==> config.mk <==
export PLATFORM = sky130hd
export DESIGN_NAME = bed_prefix
export DESIGN_NICKNAME = d
export VERILOG_FILES = /design/src/hw/rtl/bed_pkg.sv /design/src/hw/rtl/bed_prefix.sv
export SDC_FILE = /design/constraint.sdc
export NUM_CORES = 2
export LEC_CHECK = 0
export BUFFER_PORTS_ARGS = -buffer_cell sky130_fd_sc_hd__buf_2
export CAP_MARGIN = 5
export CORE_MARGIN = 1
export CORE_UTILIZATION = 40
export DETAILED_ROUTE_END_ITERATION = 10
export PLACE_DENSITY = 0.58
export SLEW_MARGIN = 20
export SYNTH_ARGS = -nofsm -noshare
export SYNTH_HDL_FRONTEND = slang
export SYNTH_SLANG_ARGS = --single-unit
export TNS_END_PERCENT = 5
==> constraint.sdc <==
create_clock -name clock -period 30.8 [get_ports clock]
set_input_delay 6.16 -clock clock [delete_from_list [all_inputs] [get_ports clock]]
set_output_delay 6.16 -clock clock [all_outputs]
set_load 0.02 [all_outputs]
==> src/hw/rtl/bed_pkg.sv <==
// Shared types and constants for the bit extract / deposit unit.
// No dependencies; every other file of the unit refers to this package.
package bed_pkg;

   // Width of the data words on the item channels
   localparam int WORD_W = 64;

   // Operation select carried by each request item
   typedef enum logic {
      FUNC_EXTRACT = 1'b0,
      FUNC_DEPOSIT = 1'b1
   } func_type;

endpackage

==> src/hw/rtl/bed_prefix.sv <==
// Two-stage parallel prefix count of clear mask bits below each position.
// Depends on bed_pkg for the operation type.
module bed_prefix #(
   parameter int LOG_WIDTH = 6
) (
   input  logic                          clock,
   input  logic                          reset,
   input  logic                          in_valid,
   output logic                          in_ready,
   input  bed_pkg::func_type             in_func,
   input  logic [(1 << LOG_WIDTH)-1:0]   in_value,
   input  logic [(1 << LOG_WIDTH)-1:0]   in_mask,
   output logic                          out_valid,
   input  logic                          out_ready,
   output bed_pkg::func_type             out_func,
   output logic [(1 << LOG_WIDTH)-1:0]   out_value,
   output logic [(1 << LOG_WIDTH)-1:0]   out_mask,
   output logic [LOG_WIDTH-1:0]          out_zcnt [1 << LOG_WIDTH]
);
   localparam int Width      = 1 << LOG_WIDTH;
   localparam int SplitLevel = LOG_WIDTH / 2;

   logic                  a_valid_ff;
   bed_pkg::func_type     a_func_ff;
   logic [Width-1:0]      a_value_ff;
   logic [Width-1:0]      a_mask_ff;
   logic [LOG_WIDTH-1:0]  a_zcnt_ff [Width];
   logic [LOG_WIDTH-1:0]  a_zcnt_in [Width];

   logic                  b_valid_ff;
   bed_pkg::func_type     b_func_ff;
   logic [Width-1:0]      b_value_ff;
   logic [Width-1:0]      b_mask_ff;
   logic [LOG_WIDTH-1:0]  b_zcnt_ff [Width];
   logic [LOG_WIDTH-1:0]  b_zcnt_in [Width];

   logic                  a_ready;
   logic                  b_ready;

   // Advance a stage when it is empty or the stage after it moves
   assign b_ready  = ~b_valid_ff | out_ready;
   assign a_ready  = ~a_valid_ff | b_ready;
   assign in_ready = a_ready;

   // Seed with the clear bit just below each position, then run the low levels
   always_comb begin
      a_zcnt_in[0] = '0;
      for (int i = 1; i < Width; i++) begin
         a_zcnt_in[i] = {{(LOG_WIDTH-1){1'b0}}, ~in_mask[i-1]};
      end
      for (int lvl = 0; lvl < SplitLevel; lvl++) begin
         for (int i = Width - 1; i >= (1 << lvl); i--) begin
            a_zcnt_in[i] = a_zcnt_in[i] + a_zcnt_in[i - (1 << lvl)];
         end
      end
   end

   // Finish the upper levels of the prefix sum
   always_comb begin
      b_zcnt_in = a_zcnt_ff;
      for (int lvl = SplitLevel; lvl < LOG_WIDTH; lvl++) begin
         for (int i = Width - 1; i >= (1 << lvl); i--) begin
            b_zcnt_in[i] = b_zcnt_in[i] + b_zcnt_in[i - (1 << lvl)];
         end
      end
   end

   // First stage register
   always_ff @(posedge clock) begin
      if (reset) begin
         a_valid_ff <= 1'b0;
      end else if (a_ready) begin
         a_valid_ff <= in_valid;
      end
   end

   always_ff @(posedge clock) begin
      if (a_ready && in_valid) begin
         a_func_ff  <= in_func;
         a_value_ff <= in_value;
         a_mask_ff  <= in_mask;
         a_zcnt_ff  <= a_zcnt_in;
      end
   end

   // Second stage register
   always_ff @(posedge clock) begin
      if (reset) begin
         b_valid_ff <= 1'b0;
      end else if (b_ready) begin
         b_valid_ff <= a_valid_ff;
      end
   end

   always_ff @(posedge clock) begin
      if (b_ready && a_valid_ff) begin
         b_func_ff  <= a_func_ff;
         b_value_ff <= a_value_ff;
         b_mask_ff  <= a_mask_ff;
         b_zcnt_ff  <= b_zcnt_in;
      end
   end

   assign out_valid = b_valid_ff;
   assign out_func  = b_func_ff;
   assign out_value = b_value_ff;
   assign out_mask  = b_mask_ff;
   assign out_zcnt  = b_zcnt_ff;

   // Last position counts every clear mask bit below it
   a_zcnt_total: assert property (@(posedge clock) disable iff (reset)
      out_valid |-> ($countones(~out_mask[Width-2:0]) == int'(out_zcnt[Width-1])))
      else $error("prefix count of clear mask bits is wrong");

endmodule

After elaboration in Yosys (flattened, before gate mapping):

Index checks and enable logic that the tools add are counted.

* add/sub/neg operators: 315
* bitwise logic cells: 67
* reductions and logical operators: 2

Operators by type and width (number)
* adder 6 bit: 130
* adder 3 x 3 -> 4 bit: 57
* adder 2 x 2 -> 3 bit: 60
* adder 1 x 1 -> 2 bit: 62
* NOT 1 bit: 65
* adder 6 x 1 -> 6 bit: 3
* adder 3 x 1 -> 4 bit: 1
* adder 3 x 2 -> 4 bit: 1
* adder 2 x 1 -> 3 bit: 1
* logical AND 1 bit: 2
* bitwise OR 1 bit: 2

* register bits after elaboration: 1006
* output and inout port bits: 515
* word-level logic and storage cells: 518

Longest topological paths before layout:

* depth in word-level cells: 4
* gate-level depth with buffers: 17
* depth with buffers taken out: 17

Least setup slack after synthesis:

No wires, ideal clock.

* path kind: input -> register
* from: input out_ready
* to: register b_func_ff (netlist: out_func), enable pin
* library setup time: 1384 ps
* arrival time: 27200 ps
* data required time: 29416 ps
* setup slack: 2216 ps
* cell stages on the path: 2
* cell sequence: nor2b_1 > nor2b_1

* cells in the longest elaborated chain, start to end: 2

Ends and longest elaborated chain
* start, declared: line bed_prefix.sv:14 `input logic out_ready,`
* bitwise OR 1 bit: line bed_prefix.sv:41 `assign b_ready = ~b_valid_ff | out_ready;`
* logical AND 1 bit: line bed_prefix.sv:96 `if (b_ready && a_valid_ff) begin`
* end signal, assigned: line bed_prefix.sv:97 `b_func_ff <= a_func_ff;`
* end, declared: line bed_prefix.sv:31 `bed_pkg::func_type b_func_ff;`

Every way passes these cells.
A chain may end at the register's enable or synchronous reset.

Final worst setup path:

* from: input out_ready
* to: output in_ready

* cells in the longest elaborated chain, start to end: 2

Ends and longest elaborated chain
* bitwise OR 1 bit: line bed_prefix.sv:41
* bitwise OR 1 bit: line bed_prefix.sv:42 `assign a_ready = ~a_valid_ff | b_ready;`
* end, declared: line bed_prefix.sv:9 `output logic in_ready,`

Every way passes these cells.

==> summary.md <==
| Metric | Value |
|---|---|
| TritonCTS clock tree | done |
| Hold/Removal Path Class | flip-flop to flip-flop |
| Fmax | 0.0769 GHz |
| Worst-path clk slew | 60 ps |
| Drt first pass iters | 5 |
| CP arrival | 6840 ps |
| Die Span X | 361 µm |
| Die ar. | 130000 µm² |
| Setup Skew | approximately 20 ps |
| Antenna violations before repair | 1 |
| Htree depth | 3 |
| Critical Path Start Type | primary input |
| Routed len/inst | between 20 and 25 µm |
| Area Overhead vs Synth | 16.1% |
| #FFs+latches synth | ~850 |
| Relative slew slack | 31.9% |
| Crit-path slowest cell | nor2b_1 |
| Synth area leaders | edfxtp_1 (50%), ha_1 (17%), fa_1 (15%) |
| Top_reg_cell synth | edfxtp_1 |
| Syn avg cell area | 14.0 µm² |
| Worst slew pin tran | 1020 ps |
| Critical-path cell list | buf_2, nor2b_1, nand2_1, buf_2 |
| Detail Route Antenna Nets | 0 |
| Endpoint kind of the worst setup timing path | output pin |
| DRC viols | 0 |
| Num Clock Sinks | 852 |
| Library cells used by synthesis | 30 |
| Setup-failing EPs final | 0 |
| Postcts setup bufs | 0 |
| Core box area | 128000 µm² |
| RSZ-0062 raised after global routing | false |
| Slew Limit Fails | 0 |
| Crit Path Class | primary input to output pin |
| Critical path fanouts, max | 4 |
| Starting density of the core | 40.3% |
| CTS Buf Count | between 90 and 100 |
| Final hold violation count | 0 |
| Final GP Congestion | 0.867 |
| Gate Count Post-Synth | 3675 |
| Synth async-reset ratio | 0% |
| Total Wirelength | 128000 µm |
| CTS max path bufs | 3 |
| Worst Path Required | 24640 ps |
| Total GRT Usage | 20.0% |
| Root Driver | clkbuf_16 |
| Max-cap violations | 0 |
| Yosys top cell by area | edfxtp_1 |
| Tmin final | between 10000 and 15000 ps |
| Clock Latency Late Sink | around 700 ps |
| DRT iter0 DRCs | 1694 |
| Fin nets | 5592 |
| Post-synth top area share | 49.6% |
| Die Y | around 360 µm |
| Yosys warning total | 0 |
| Congestion Overflow GR | 0 |
| Fin crit share | 42.2% |
| Pin count of the biggest net entering global routing | 152 |
| Routed via count | 28700 |
| EDFF count, synth | 850 |
| I/O pins | 648 |
| Worst path most repeated cell | buf_2 |
| Post-Syn Area | 51500 µm² |
| Site row count | 131 |
| First-pass GRT wire length | around 190000 µm |
| Port bufs | 610 |
| Post_cts resized | 0 |
| Status | finished, final reports clean |
| Sequential fraction of the synthesis area | 49.6% |
| Layout cells sized above 1 | 17.6% |
| Via density | 4.68 |
| Hold-fix buffers, CTS | 0 |
| Setup TNS Final | 0 ps |
| Crit-path max cell delay | 290 ps |
| Dpl hpwl | 107000 µm |
| Vias in the first global route | approximately 30000 |
-- registers in the layout, summed over array words and instances (netlist names) --
register,count
a_mask_ff,64
a_valid_ff,1
out_zcnt,347
out_valid,1
out_value,64
a_zcnt_ff,245
a_func_ff,1
a_value_ff,64
out_mask,64
out_func,1
-- worst max-delay path, delay by kind of cell --
kind	cells	cell delay, ps
buf+inv	2	270
simple gates	2	410
-- cells in the mapped netlist, types with 2 or more instances --
cell type	n
dfxtp_1	2
nand2_1	6
nor2b_1	18
edfxtp_1	850
nand3_1	2
o21ai_2	3
xnor2_1	241
a21oi_1	135
xor2_1	63
nand2b_1	15
ha_1	688
o21ai_0	9
a21oi_2	4
buf_4	37
xnor2_2	6
xor2_2	2
fa_1	378
and3_1	5
a21o_1	282
nor2_1	21
inv_1	893
nor3_1	2
o21ai_1	6
-- cells by family after synthesis --
family	count (synthesis)	synth area share, %
fa+ha+maj	1066	31.4
flops	852	49.6
xor+xnor	312	5.42
buf+inv	930	7.05
compound gates	441	5.72
simple gates	73	0.756
other cells	1	0.00728
-- stage by stage --
step                      setup slack, ps  hold WS (ps)  std cells  area (µm²)  utilization [%]
final                               17800           410       6136       59800             46.8
after global routing                17700           415       6135       59800             46.8
after CTS                           17800           410       6135       59800             46.8
after detailed placement            17800           405       5957       56600             44.3
after global placement              17780           401       5957       56600             44.3
after floorplan                      2220           400       3711       51600                -
-- placed cells by master, fill, tap and decap left out, types with 4 or more instances in the layout --
cell type and n:
a21o_1 282, a21oi_1 135, a21oi_2 4, and3_1 5, buf_2 610, buf_4 10, bufinv_16 12, clkbuf_1 18
clkbuf_16 96, clkinv_1 13, clkinv_2 14, clkinvlp_4 9, conb_1 37, edfxtp_1 850, fa_1 378, ha_1 688
inv_1 893, inv_6 8, nand2_1 6, nand2b_1 15, nor2_1 21, nor2b_1 17, o21ai_0 9, o21ai_1 6
xnor2_1 241, xnor2_2 6, xor2_1 63
-- final timing paths --
path	startpoint	endpoint	slack, ps	cells past startpoint
setup / recovery	out_ready	in_ready	17800	4
hold / removal	a_mask_ff[59]$_DFFE_PP_	out_mask[59]$_DFFE_PP_	410	0
setup reg to reg	a_zcnt_ff[336]$_DFFE_PP_	out_zcnt[5]$_DFFE_PP_	25910	13
hold reg to reg	a_mask_ff[59]$_DFFE_PP_	out_mask[59]$_DFFE_PP_	410	0
-- per-layer routing --
metal	track usage, %	vias to the layer above	share of wire [%]
li1	-	13700	-
met4	4.47	0	2.0
met2	32.4	719	47
met5	0	-	0
met1	27.4	14200	45
met3	4.36	135	6.0
-- final cells by class --
cell class / count / area [µm²]
fillers: 11500 / 67900
flip-flops and latches: 852 / 25600
multi-input cells: 1929 / 22500
inverters: 893 / 3350
repair buffers: 621 / 3150
clock buffers: 117 / 2510
well taps: 1662 / 2080
clock inverters: 61 / 683
diodes: 1 / 2.50
Power is not shown: default switching activity piles up to over one toggle a cycle in this logic, so the estimate is an artifact.
