==> src/hw/rtl/bed_pkg.sv <==
// Shared types and constants for the bit extract / deposit unit.
// No dependencies; every other file of the unit refers to this package.
package bed_pkg;

   // Width of the data words on the item channels
   localparam int WORD_W = 64;

   // Operation select carried by each request item
   typedef enum logic {
      FUNC_EXTRACT = 1'b0,
      FUNC_DEPOSIT = 1'b1
   } func_type;

endpackage

==> src/hw/rtl/bed_expand.sv <==
// Expand network: replays the compress routing in reverse, high distance first.
// Scatters low value bits for deposit; passes extract results through.
// Depends on bed_pkg for the operation type.
module bed_expand #(
   parameter int LOG_WIDTH = 6
) (
   input  logic                          clock,
   input  logic                          reset,
   input  logic                          in_valid,
   output logic                          in_ready,
   input  bed_pkg::func_type             in_func,
   input  logic [(1 << LOG_WIDTH)-1:0]   in_value,
   input  logic [(1 << LOG_WIDTH)-1:0]   in_data,
   input  logic [(1 << LOG_WIDTH)-1:0]   in_live,
   input  logic [(1 << LOG_WIDTH)-1:0]   in_keep [LOG_WIDTH],
   input  logic [(1 << LOG_WIDTH)-1:0]   in_move [LOG_WIDTH],
   output logic                          out_valid,
   input  logic                          out_ready,
   output logic [(1 << LOG_WIDTH)-1:0]   out_data
);
   localparam int Width = 1 << LOG_WIDTH;

   logic                  valid_w [LOG_WIDTH+1];
   logic                  ready_w [LOG_WIDTH+1];
   bed_pkg::func_type     func_w  [LOG_WIDTH+1];
   logic [Width-1:0]      data_w  [LOG_WIDTH+1];
   logic [Width-1:0]      keep_w  [LOG_WIDTH+1][LOG_WIDTH];
   logic [Width-1:0]      move_w  [LOG_WIDTH+1][LOG_WIDTH];

   // Deposit starts from the low value bits, one per set mask bit
   assign valid_w[0] = in_valid;
   assign func_w[0]  = in_func;
   assign data_w[0]  = (in_func == bed_pkg::FUNC_DEPOSIT) ? (in_value & in_live) : in_data;
   assign keep_w[0]  = in_keep;
   assign move_w[0]  = in_move;

   assign ready_w[LOG_WIDTH] = out_ready;
   assign in_ready           = ready_w[0];

   for (genvar k = 0; k < LOG_WIDTH; k++) begin : g_stage
      localparam int Lvl  = LOG_WIDTH - 1 - k;
      localparam int Dist = 1 << Lvl;

      logic               valid_ff;
      bed_pkg::func_type  func_ff;
      logic [Width-1:0]   data_ff;
      logic [Width-1:0]   data_in;
      logic [Width-1:0]   keep_ff [LOG_WIDTH];
      logic [Width-1:0]   move_ff [LOG_WIDTH];
      logic [Width-1:0]   spread;

      // Undo one compress stage: bits that hopped down move back up
      for (genvar j = 0; j < Width; j++) begin : g_route
         if (j >= Dist) begin : g_lower
            assign spread[j] = (keep_w[k][Lvl][j] & data_w[k][j])
                             | (move_w[k][Lvl][j] & data_w[k][j-Dist]);
         end else begin : g_bottom
            assign spread[j] = keep_w[k][Lvl][j] & data_w[k][j];
         end
      end

      assign data_in = (func_w[k] == bed_pkg::FUNC_DEPOSIT) ? spread : data_w[k];

      always_ff @(posedge clock) begin
         if (reset) begin
            valid_ff <= 1'b0;
         end else if (ready_w[k]) begin
            valid_ff <= valid_w[k];
         end
      end

      always_ff @(posedge clock) begin
         if (ready_w[k] && valid_w[k]) begin
            func_ff <= func_w[k];
            data_ff <= data_in;
            keep_ff <= keep_w[k];
            move_ff <= move_w[k];
         end
      end

      // Advance when empty or when the next stage takes this one
      assign ready_w[k]   = ~valid_ff | ready_w[k+1];
      assign valid_w[k+1] = valid_ff;
      assign func_w[k+1]  = func_ff;
      assign data_w[k+1]  = data_ff;
      assign keep_w[k+1]  = keep_ff;
      assign move_w[k+1]  = move_ff;
   end

   assign out_valid = valid_w[LOG_WIDTH];
   assign out_data  = data_w[LOG_WIDTH];

endmodule

==> config.mk <==
export PLATFORM = sky130hd
export DESIGN_NAME = bed_expand
export DESIGN_NICKNAME = d
export VERILOG_FILES = /design/src/hw/rtl/bed_pkg.sv /design/src/hw/rtl/bed_expand.sv
export SDC_FILE = /design/constraint.sdc
export NUM_CORES = 2
export LEC_CHECK = 0
export BUFFER_PORTS_ARGS = -buffer_cell sky130_fd_sc_hd__buf_2
export CORE_AREA = 2 2 401 403
export CTS_BUF_LIST = sky130_fd_sc_hd__clkbuf_4 sky130_fd_sc_hd__clkbuf_8
export DETAILED_ROUTE_END_ITERATION = 12
export DIE_AREA = 0 0 403 405
export PLACE_DENSITY_LB_ADDON = 0.2
export SYNTH_ARGS = -nofsm -noshare
export SYNTH_HDL_FRONTEND = slang
export SYNTH_SLANG_ARGS = --single-unit
==> constraint.sdc <==
create_clock -name clock -period 113.4 [get_ports clock]
set_input_delay 5.67 -clock clock [delete_from_list [all_inputs] [get_ports clock]]
set_output_delay 5.67 -clock clock [all_outputs]
set_load 0.02 [all_outputs]
# Word level (Yosys, flattened, before mapping)
# Cells that the tools add are included.
totals:
  latchBits: 0
  regBits: 2315
  elab_cells: 1099
  ramBits: 0
  memories: 0
  mem_bits_ro: 0
op_classes:
  shift: 0
  add_sub_neg: 0
  div_mod_pow: 0
  n_mul: 0
  n_lt_le_gt_ge: 0
  n_reduce_logical: 6
  n_eq_ne: 0
  mux: 7
  n_bitwise: 1039
op_table:
  columns: ["op", "n"]
  rows:
  - ["$and 1x1->1", 705]
  - ["$mux 64", 7]
  - ["$or 1x1->1", 327]
  - ["$and 64x64->64", 1]
  - ["$logic_and 1x1->1", 6]
  - ["$not 1->1", 6]

# Logic depth before layout (Yosys ltp)
logic_depth:
  ltp_word: 8
  ltp_mapped: 5
  mapped_depth_nobuf: 2

# Least setup slack after synthesis
# OpenSTA, ideal clock, no wires.
synth_path:
  kind: "input -> register"
  start: "input out_ready"
  end: "register g_stage[0].data_ff[0], enable pin"
  cell_stages: 2
  t_required_ns: 111.310
  arrival_ns: 39.223
  slack_ns: 72.088
  path_cell_list: "and4b_1 a41oi_1"
synth_via:
  elab_chain_cells: 7
synth_lines:
  columns: ["element", "line", "text"]
  rows:
  - ["start, declared", "bed_expand.sv:18", "input logic out_ready,"]
  - ["$or 1x1->1 (6 in series)", "bed_expand.sv:82", "assign ready_w[k] = ~valid_ff | ready_w[k+1];"]
  - ["$logic_and 1x1->1", "bed_expand.sv:73", "if (ready_w[k] && valid_w[k]) begin"]
  - ["end signal, assigned", "bed_expand.sv:75", "data_ff <= data_in;"]
  - ["end, declared", "bed_expand.sv:46", "logic [Width-1:0] data_ff;"]
# Every way passes these cells.
# A chain may end at the register's enable or synchronous reset.

# Worst setup path in the final report
layout_path:
  start: "input out_ready"
  end: "output in_ready"
layout_via:
  elab_chain_cells: 6
layout_lines:
  columns: ["element", "line", "text"]
  rows:
  - ["$or 1x1->1 (6 in series)", "bed_expand.sv:82", null]
  - ["end, declared", "bed_expand.sv:10", "output logic in_ready,"]
# Every way passes these cells.

==> impl_results.md <==
- Status: finished, final reports clean
- Avg Cell Area, Syn: 22.8 µm²
- Slowest stage delay, CP: between 0.4 and 0.5 ns
- Post-synth top area share: 89.9%
- Core Area: 0.159 mm²
- P_int: 1330 µW
- DIE AREA: 0.163 mm²
- Async set-reset flop share out of synthesis: 0%
- Starting Density: about 47%
- Pre-antenna DRT Iters: 6
- Crit share post-route: roughly 11%
- Hold_ws: 0.369 ns
- R2R setup slack: ~110 ns
- Compound-Gate Fraction of Synth Area: 4.45%
- Clk Latency, worst-skew pair: 1.06 ns
- Post-synthesis register bit count: 2258
- Cells after synthesis: 3293
- Clock sinks: 2258
- Clock buffer depth: 4
- Die H: 405 µm
- Max_slew headroom: 24.8%
- Vias in the first global route: 36663
- Drt wl/cell: 30.9 µm
- RR Endpoint: g_stage[2].data_ff[52]
- Crit-path leading delay family: simple AND/OR/NAND/NOR gates
- CP Buf/Inv Count: 2
- Hold_sp: g_stage[1].keep_ff[280]
- Fin crit period: ~12 ns
- Reg2reg start: out_valid
- Count leader, synth: edfxtp_1
- Pin count of the biggest net entering global routing: between 150 and 200
- Yosys warnings: 0
- Clk slew on worst S/H paths: 0.06 ns
- Total power: between 1500 and 2000 µW
- Primary FF master, synth: edfxtp_1
- M1 GR Usage: about a third
- Placed inst area: 0.0820 mm²
- Pwr Density: 18.9 mW/mm²
- Via count: 37161
- Fin cells: 6982
- Setup TNS: 0 ns
- Initial antenna violation count: ~180
- Sequential area share after synthesis: 90.1%
- Yosys top cell by area: edfxtp_1
- Net Sw Frac: 20.8%
- First-pass GRT wire length: about 280000 µm
- P&R area growth vs syn: 18.6%
- Hold crit path type: reg2reg
- Layer with the highest usage: met2
- Total CTS buffers: roughly 370
- Ports: 1031
- Final slew viol count: 0
- Hold path depth: 0
- Met3 Usage GRT: 7.77%
- Root buf cell: clkbuf_8
- WHS Endpoint: g_stage[2].keep_ff[280]
- Met2 usage: 42.3%
- Rows: 147
- Static leakage power: 0.0311 µW
- Buffers on Ports: 967
- FILL cells: around 12000
- Pin slew with the least headroom to its limit: 1.13 ns
- Routed Wire Length: around 220000 µm
- Critical path type: in2out
- DRT iter0 DRCs: 3870
- CP cell instances: buf_2, and4b_1, nand4_1, buf_2
- Nature of the critical path startpoint: primary input
- GR Util All Layers: 26.1%
- # DRC: 0
- Critical path capture point type: output pin
- Postcts setup bufs: 0
- Share of cells above drive strength 1: 32.7%
- Clock skew: 0.0859 ns
- R2R depth: 7
- Placer Congestion: 1.00
- Max Fclk: between 0.08 and 0.09 GHz
- Req. time, crit path: 107.73 ns
- Main combinational cell family by area after synthesis: compound AO/OA/AOI/OAI gates
- Resized cells post-CTS: 0
- Number of routed nets with antenna violations: 0
- Mux share of post-synthesis cell area: 0%
- Gr ovfl total: 0
- Critical Path Fanout Max: 4
- Mapped Area: 0.0752 mm²
- Adder-Cell Fraction of Synth Area: 0%
- Simple-gate portion of the synthesized area: under 10%
- Final Hold Viols: 0
- RSZ-0062 raised after global routing: false
- Switch Pwr: 351 µW
- Most frequent CP cell: buf_2
- H-Tree Depth: 5
- Max_cap viols: 0
- Area contributors post-synth: edfxtp_1, a32o_1, nand2b_1
- VDD IR max: between 0.01 and 0.015 mV
- Top post-synthesis cells by count: edfxtp_1, nand2b_1, a32o_1
- CTS tree: built
- Sequential share of power: 57.3%
- Final setup fails: 0
- DP HPWL: 160000 µm
- Synth Area in XOR/XNOR: 0%
- Clk pwr share: between 30 and 40%
- Dpl cells: between 6000 and 7000
- CP Data Arrival Time: 6.57 ns
- Critical path's slowest cell: and4b_1
- Combinational fraction of design power: under 10%
- Number of synthesized flops with an enable pin: 2252
- Cell area after layout: approximately 0.09 mm²
- Unique masters post-synth: 27
- Nets: 5490
- Die X: roughly 400 µm
- Syn_nets: 4258
- Cts hold-fix bufs: 0
- Vias/cell: around 5.3
## cells in the final DEF, fill, tap and decap left out, drive strengths merged
cell	n
or2b	1
a21oi	3
bufinv	6
nand3	32
diode	115
buf	1008
clkbuf	502
a41oi	1
edfxtp	2252
nand4	97
o32ai	1
nor2	1
nand2	1
a32o	289
nand3b	1
inv	69
dfxtp	6
o21ai	32
o21a	1
and4b	1
a21boi	32
nand4b	1
o31ai	2
clkinv	108
nand2b	323
and2	2
clkinvlp	9
## routing by layer
| layer | wire [µm] | vias up |
|---|---|---|
| met5 | 506 | - |
| met4 | 11400 | 82 |
| met3 | 19800 | 571 |
| met2 | 105000 | 1759 |
| met1 | 79000 | 18728 |
| li1 | - | 16021 |
## sequential cells by signal (all words and copies together), names as in the netlist
register          count
g_stage.data_ff     320
g_stage.func_ff       5
g_stage.keep_ff     960
g_stage.move_ff     903
g_stage.valid_ff      5
out_data             64
out_valid             1
## area by class of cell
| cell class | instances | area, µm² | share of cell area [%] |
|---|---|---|---|
| multi-input cells | 821 | 6240 | 6.99 |
| repair buffers | 1008 | 5200 | 5.83 |
| clock buffers | 502 | 6160 | 6.90 |
| inverters | 67 | 251 | 0.282 |
| well taps | 2086 | 2610 | 2.93 |
| clock inverters | 125 | 712 | 0.798 |
| diodes | 115 | 288 | 0.323 |
| flip-flops and latches | 2258 | 67700 | 75.9 |
## worst register-to-register path, cell delays in order, from the launching register on
cell,delay [ns]
dfxtp_1,0.35
and4b_1,0.34
a21boi_4,0.18
buf_4,0.43
buf_4,0.78
buf_4,0.93
buf_4,0.87
buf_4,0.96
## power groups by stage
stage	clock (µW)	combinational, µW	sequential (µW)
finish	666	54.5	965
global route	719	57.2	967
CTS	684	55.0	965
detailed placement	0	54.7	982
global placement	0	54.3	981
floorplan	0	19.6	1010
## stage by stage
stage / utilization [%] / setup slack [ns]
global placement: 51.5 / 101.16
global route: 55.9 / 101.13
detailed placement: 51.5 / 101.16
CTS: 55.8 / 101.16
finish: 56.0 / 101.17
floorplan: - / 72.09
## worst max path at each step
stage / startpoint / to / cells past startpoint
2_1_floorplan: out_ready / g_stage[0].data_ff[0] / 2
3_3_place_gp: out_ready / in_ready / 4
3_5_place_dp: out_ready / in_ready / 4
4_1_cts: out_ready / in_ready / 4
5_1_grt: out_ready / in_ready / 4
6_report: out_ready / in_ready / 4
## cells by family (layout without fill, tap and decap cells)
| logic type | Yosys count | after routing |
|---|---|---|
| flip-flops | 2258 | 2258 |
| AO/OA/AOI/OAI | 361 | 361 |
| AND/OR/NAND/NOR | 460 | 460 |
| other | 0 | 115 |
| buffers and inverters | 214 | 1702 |
Note: power is estimated with default switching activity, not from simulation.
