## config.mk

```make
export PLATFORM = sky130hd
export DESIGN_NAME = bed_compress
export DESIGN_NICKNAME = d
export VERILOG_FILES = /design/src/hw/rtl/bed_pkg.sv /design/src/hw/rtl/bed_compress.sv
export SDC_FILE = /design/constraint.sdc
export NUM_CORES = 2
export LEC_CHECK = 0
export ABC_AREA = 0
export BUFFER_PORTS_ARGS = -buffer_cell sky130_fd_sc_hd__buf_2
export CAP_MARGIN = 10
export CELL_PAD_IN_SITES_DETAIL_PLACEMENT = 0
export CELL_PAD_IN_SITES_GLOBAL_PLACEMENT = 2
export CORE_MARGIN = 2
export CORE_UTILIZATION = 45
export CTS_CLUSTER_SIZE = 30
export DETAILED_ROUTE_END_ITERATION = 12
export MAX_ROUTING_LAYER = met4
export PLACE_DENSITY_LB_ADDON = 0.2
export SLEW_MARGIN = 20
export SYNTH_ARGS = -nofsm -noshare
export SYNTH_HDL_FRONTEND = slang
export SYNTH_SLANG_ARGS = --single-unit
```

## constraint.sdc

```tcl
create_clock -name clock -period 187.2 [get_ports clock]
set_input_delay 18.72 -clock clock [delete_from_list [all_inputs] [get_ports clock]]
set_output_delay 18.72 -clock clock [all_outputs]
set_load 0.005 [all_outputs]
```

## src/hw/rtl/bed_pkg.sv

```systemverilog
// Shared types and constants for the bit extract / deposit unit.
// No dependencies; every other file of the unit refers to this package.
package bed_pkg;

   // Width of the data words on the item channels
   localparam int WORD_W = 64;

   // Operation select carried by each request item
   typedef enum logic {
      FUNC_EXTRACT = 1'b0,
      FUNC_DEPOSIT = 1'b1
   } func_type;

endpackage

```

## src/hw/rtl/bed_compress.sv

```systemverilog
// Compress network: one register stage per shift distance, low distance first.
// Packs masked value bits downward and records each stage's routing for deposit.
// Depends on bed_pkg for the operation type.
module bed_compress #(
   parameter int LOG_WIDTH = 6
) (
   input  logic                          clock,
   input  logic                          reset,
   input  logic                          in_valid,
   output logic                          in_ready,
   input  bed_pkg::func_type             in_func,
   input  logic [(1 << LOG_WIDTH)-1:0]   in_value,
   input  logic [(1 << LOG_WIDTH)-1:0]   in_mask,
   input  logic [LOG_WIDTH-1:0]          in_zcnt [1 << LOG_WIDTH],
   output logic                          out_valid,
   input  logic                          out_ready,
   output bed_pkg::func_type             out_func,
   output logic [(1 << LOG_WIDTH)-1:0]   out_value,
   output logic [(1 << LOG_WIDTH)-1:0]   out_data,
   output logic [(1 << LOG_WIDTH)-1:0]   out_live,
   output logic [(1 << LOG_WIDTH)-1:0]   out_keep [LOG_WIDTH],
   output logic [(1 << LOG_WIDTH)-1:0]   out_move [LOG_WIDTH]
);
   localparam int Width = 1 << LOG_WIDTH;

   // Stage boundaries: index 0 is the module input, index s+1 is stage s output
   logic                  valid_w [LOG_WIDTH+1];
   logic                  ready_w [LOG_WIDTH+1];
   bed_pkg::func_type     func_w  [LOG_WIDTH+1];
   logic [Width-1:0]      value_w [LOG_WIDTH+1];
   logic [Width-1:0]      data_w  [LOG_WIDTH+1];
   logic [Width-1:0]      live_w  [LOG_WIDTH+1];
   logic [LOG_WIDTH-1:0]  shift_w [LOG_WIDTH+1][Width];
   logic [Width-1:0]      keep_w  [LOG_WIDTH+1][LOG_WIDTH];
   logic [Width-1:0]      move_w  [LOG_WIDTH+1][LOG_WIDTH];

   // Masked value bits enter at their own positions with their full shift
   assign valid_w[0] = in_valid;
   assign func_w[0]  = in_func;
   assign value_w[0] = in_value;
   assign data_w[0]  = in_value & in_mask;
   assign live_w[0]  = in_mask;
   assign shift_w[0] = in_zcnt;
   for (genvar e = 0; e < LOG_WIDTH; e++) begin : g_ctl_seed
      assign keep_w[0][e] = '0;
      assign move_w[0][e] = '0;
   end

   assign ready_w[LOG_WIDTH] = out_ready;
   assign in_ready           = ready_w[0];

   for (genvar s = 0; s < LOG_WIDTH; s++) begin : g_stage
      localparam int Dist = 1 << s;

      logic                  valid_ff;
      bed_pkg::func_type     func_ff;
      logic [Width-1:0]      value_ff;
      logic [Width-1:0]      data_ff;
      logic [Width-1:0]      data_in;
      logic [Width-1:0]      live_ff;
      logic [Width-1:0]      live_in;
      logic [LOG_WIDTH-1:0]  shift_ff [Width];
      logic [LOG_WIDTH-1:0]  shift_in [Width];
      logic [Width-1:0]      keep_ff  [LOG_WIDTH];
      logic [Width-1:0]      keep_in  [LOG_WIDTH];
      logic [Width-1:0]      move_ff  [LOG_WIDTH];
      logic [Width-1:0]      move_in  [LOG_WIDTH];
      logic [Width-1:0]      stay;
      logic [Width-1:0]      hop;

      // Split live bits into those that hop down by this distance and those that stay
      for (genvar j = 0; j < Width; j++) begin : g_split
         assign stay[j] = live_w[s][j] & ~shift_w[s][j][s];
         assign hop[j]  = live_w[s][j] &  shift_w[s][j][s];
      end

      // Gather each position from itself or from the one a distance above
      for (genvar j = 0; j < Width; j++) begin : g_route
         if (j + Dist < Width) begin : g_upper
            assign live_in[j]  = stay[j] | hop[j+Dist];
            assign data_in[j]  = (stay[j] & data_w[s][j]) | (hop[j+Dist] & data_w[s][j+Dist]);
            assign shift_in[j] = hop[j+Dist] ? shift_w[s][j+Dist] : shift_w[s][j];
         end else begin : g_top
            assign live_in[j]  = stay[j];
            assign data_in[j]  = stay[j] & data_w[s][j];
            assign shift_in[j] = shift_w[s][j];
         end
      end

      // Record this stage's routing for the deposit network
      always_comb begin
         keep_in    = keep_w[s];
         move_in    = move_w[s];
         keep_in[s] = stay;
         move_in[s] = hop;
      end

      always_ff @(posedge clock) begin
         if (reset) begin
            valid_ff <= 1'b0;
         end else if (ready_w[s]) begin
            valid_ff <= valid_w[s];
         end
      end

      always_ff @(posedge clock) begin
         if (ready_w[s] && valid_w[s]) begin
            func_ff  <= func_w[s];
            value_ff <= value_w[s];
            data_ff  <= data_in;
            live_ff  <= live_in;
            shift_ff <= shift_in;
            keep_ff  <= keep_in;
            move_ff  <= move_in;
         end
      end

      // Advance when empty or when the next stage takes this one
      assign ready_w[s]   = ~valid_ff | ready_w[s+1];
      assign valid_w[s+1] = valid_ff;
      assign func_w[s+1]  = func_ff;
      assign value_w[s+1] = value_ff;
      assign data_w[s+1]  = data_ff;
      assign live_w[s+1]  = live_ff;
      assign shift_w[s+1] = shift_ff;
      assign keep_w[s+1]  = keep_ff;
      assign move_w[s+1]  = move_ff;
   end

   assign out_valid = valid_w[LOG_WIDTH];
   assign out_func  = func_w[LOG_WIDTH];
   assign out_value = value_w[LOG_WIDTH];
   assign out_data  = data_w[LOG_WIDTH];
   assign out_live  = live_w[LOG_WIDTH];
   assign out_keep  = keep_w[LOG_WIDTH];
   assign out_move  = move_w[LOG_WIDTH];

   // Packed bits must form a run from bit zero
   a_live_packed: assert property (@(posedge clock) disable iff (reset)
      out_valid |-> ((out_live & (out_live + 1'b1)) == '0))
      else $error("compressed positions are not packed at the bottom");

   // Data bits never appear outside live positions
   a_data_in_live: assert property (@(posedge clock) disable iff (reset)
      out_valid |-> ((out_data & ~out_live) == '0))
      else $error("compress data bit set at a dead position");

endmodule

```

After elaboration in Yosys (flattened, before gate mapping)

Cells that the tools add are included.

$add $sub $neg: 0
Multipliers: 0
Divide/modulo/power cells: 0
Order comparisons: 0
Equality and inequality tests: 0
Shift operators: 0
Multiplexer cells: 289
Bitwise gates (word level): 2512
Reduce and logical (&&, ||, !) cells: 6

Operators by type and width:

| cell              | number |
|---|---|
| 2-to-1 mux 6 bit  | 289 |
| AND 1 bit         | 1473 |
| OR 1 bit          | 648 |
| inverter 1 bit    | 390 |
| AND 64 bit        | 1 |
| logical AND 1 bit | 6 |

Bits in registers: 5772
Bits in latches: 0
RAM bits: 0
ROM bits: 0
Output and inout port bits: 963
Word-level logic and storage cells: 3199
Memories kept: 0

Logic depth before layout (Yosys ltp)

Word-level depth: 8
Depth in mapped cells: 2

Least setup slack after synthesis

Ideal clock, no wire load.

Kind: input to register
From: in out_ready
To: reg g_stage[2].data_ff[0], enable pin
Library setup time: 3.072 ns
Arrival time: 73.830 ns
Data required time: 184.128 ns
Slack: 110.298 ns
Stages: 2
Path buffers: 0
Cells stage by stage: and4b_1 -> a21boi_0

Cells in the longest elaborated chain, start to end: 5

Ends and longest elaborated chain:

| element               | RTL line            | text |
|---|---|---|
| from (decl)           | bed_compress.sv:16  | `input logic out_ready,` |
| OR 1 bit (4 in a row) | bed_compress.sv:119 | `assign ready_w[s] = ~valid_ff \| ready_w[s+1];` |
| logical AND 1 bit     | bed_compress.sv:107 | `if (ready_w[s] && valid_w[s]) begin` |
| to (signal assigned)  | bed_compress.sv:110 | `data_ff <= data_in;` |
| to (decl)             | bed_compress.sv:58  | `logic [Width-1:0] data_ff;` |

Every way passes these cells.
A chain may end at the register's enable or synchronous reset.

Worst setup path after layout

From: in out_ready
To: out in_ready

Cells in the longest elaborated chain, start to end: 6

Ends and longest elaborated chain:

| element               | RTL line            | text |
|---|---|---|
| OR 1 bit (6 in a row) | bed_compress.sv:119 |  |
| to (decl)             | bed_compress.sv:10  | `output logic in_ready,` |

Every way passes these cells.

==> metrics.txt <==
Switching Share 20.8%; total congestion overflow 0; Final min period 38,330 ps; Seq/Total Area, Yosys 86.6%; Worst Tran Pin Value 1220 ps; Final Hold Fails 0; NetSw 469 uW; Vias 78.5k; Clock Latency Late Sink 1000 ps; crit path launch out_ready; Starting DRT DRC Count 8,436; CTS tree done; post-detailed-placement half-perimeter wirelength 361,000 um; clock sinks 4,749; drt drc 0; H-tree depth 5; cts repair resizes 0; Max Freq 26.1 MHz; pin count of the biggest net entering global routing 146; Avg WL per Cell 32.5 um; top cells by count, synth 4,743 x edfxtp_1, 903 x mux2_2, 384 x nor2b_1; Worst path slowest cell and4b_1; Worst Min Path Start g_stage[3].keep_ff[217]; post-CTS setup buffers 0; worst-path maximum fanout 4; Vias/cell 5.31; core area 0.365 mm2; most numerous cell in the Yosys netlist edfxtp_1; VDD IR max 0.00778 mV; initial antenna violation count 171; status finished clean; syn_nets 8,051; first-pass GRT wire length 639,000 um; Worst Clk Skew 62.4 ps; Min-Delay Path Class reg2reg; CP max stage delay 450 ps; Mapped Cells 7,534; area delta synth->final 18.0%; CTS Buf Count 476; area of the mapped netlist 0.165 mm2; FF+latch count, synth 4,749; Static Leak 0.0695 uW; largest cells by area after synthesis edfxtp_1 87%, mux2_2 6.2%, a32o_1 1.8%; Gate power share 3.2%; final setup fails 0; GP Congestion 0.929; share of the synthesized area in the top cell type 86.5%; CP dominant cell by count buf_2; PD cells 11.6 mW/mm2; Max Cap Viol 0; kind of critical path in2out; Tot GR Track Use 26.1%; Crit path arrival time 19,610 ps; Post-synth EDFFs 4,743; Max-slew headroom 18.7%; io pins 1,480; post-synthesis cell type with the largest combined area edfxtp_1; FF-to-FF Start out_valid; antenna viol nets, final 0; hold buffers post-CTS 0; Clk pwr share 42.9%; fin crit share 20.5%; Yosys warning total 0; register clock-pin slew on the reported worst setup and hold paths 60 ps; Layout Nets 9,987; Die Area 0.371 mm2; row count 222; vias in the first global route 77.2k; Max Root-Sink Buffers 4; clk root buf clkbuf_16; Worst setup SP type input pin; drt first pass iters 6; syn avg cell area 21.9 um2; Cell Int Power 1790 uW; Seq pwr share 53.9%; crit path cell chain buf_2 -> and4b_1 -> nand4_1 -> buf_2; Setup TNS Final 0 ps; die width 609 um; PortBufs 1,479; Distinct cells, synth 24; WL final 481,000 um; fraction of registers with async set/reset 0%; Initial Util 45.1%; Setup crit end kind output pin; Slew Viols, Final 0; RSZ-0062 raised after global routing no; Critical Path RT 168,480 ps; share of layout cells above drive strength 1 32.2%; Die Height 609 um; Min Hold Slack 389 ps; ys flop type edfxtp_1
## cell families (layout without fill, tap and decap cells)
family / after synthesis / in the layout / share of synthesized area (%)
DFF: 4749 / 4749 / 86.6
muxes: 903 / 903 / 6.18
buffers and inverters: 389 / 2735 / 1.11
and+or+nand+nor: 926 / 926 / 3.08
other: 0 / 81 / 0
AOI/OAI and AO/OA: 567 / 567 / 3.05
## cell usage in the layout (no fill, tap or decap), drive strengths merged, types with 2 or more instances in the layout
cell,instances
a22o,32
clkinv,202
or2,32
and2,160
clkinvlp,25
nand2b,55
mux2,903
clkbuf,571
diode,81
o31ai,2
nand2,290
a32o,289
buf,1554
a21oi,3
inv,313
dfxtp,6
a21o,237
nor2b,384
bufinv,70
edfxtp,4743
## state kept, by name (all words and copies together), names as in the netlist, 320 cells and up
name / flops
g_stage.value_ff: 320
g_stage.live_ff: 320
g_stage.move_ff: 960
g_stage.keep_ff: 929
out_keep: 384
g_stage.shift_ff: 960
out_move: 384
g_stage.data_ff: 320
## worst paths after layout
path	end	cells after the start	slack [ps]
hold / removal	g_stage[4].keep_ff[217]	0	390
setup / recovery	in_ready	4	148870
setup reg to reg	g_stage[0].data_ff[61]	8	181380
hold reg to reg	g_stage[4].keep_ff[217]	0	390
## cell type report
type / instances / area [um2]
Multi-Input combinational cell: 2396 / 20300
Antenna cell: 81 / 203
Clock inverter: 317 / 3610
Sequential cell: 4749 / 143000
Timing Repair Buffer: 1554 / 8080
Fill cell: 28800 / 171000
Inverter: 293 / 1100
Clock buffer: 571 / 12300
Tap cell: 4816 / 6030
## critical path: cells and delay by family
kind | cells | cell delay [ps]
and+or+nand+nor | 2 | 600
buffers and inverters | 2 | 280
## per-stage QoR
step	std cells	power, uW	util (%)	instance area (um2)	setup slack, ps
2_1_floorplan	7534	1300	-	165000	110300
3_3_place_gp	13800	1310	48.8	178000	148810
3_5_place_dp	13800	1310	48.8	178000	148850
4_1_cts	14700	2280	53.1	194000	148850
5_1_grt	14700	2330	53.2	194000	148820
6_report	14800	2260	53.2	194000	148870
## metal layers
metal  up-vias  part of all wire, %  GRT usage [%]
met2      3228                   49           42.4
met1     40700                   40           33.4
li1      33800                    -              -
met5         -                    0              -
met4         0                  4.0           8.51
met3       809                  6.9           4.85
## power groups by stage
stage                     Sequential (uW)  Combinational, uW  Clock, uW
after floorplan                      1270               38.0          0
after global placement               1240               72.8          0
after detailed placement             1240               73.2          0
after CTS                            1220               74.1        987
after global routing                 1220               77.9       1030
final                                1220               73.5        969
Power figures use the tool's default switching activity.
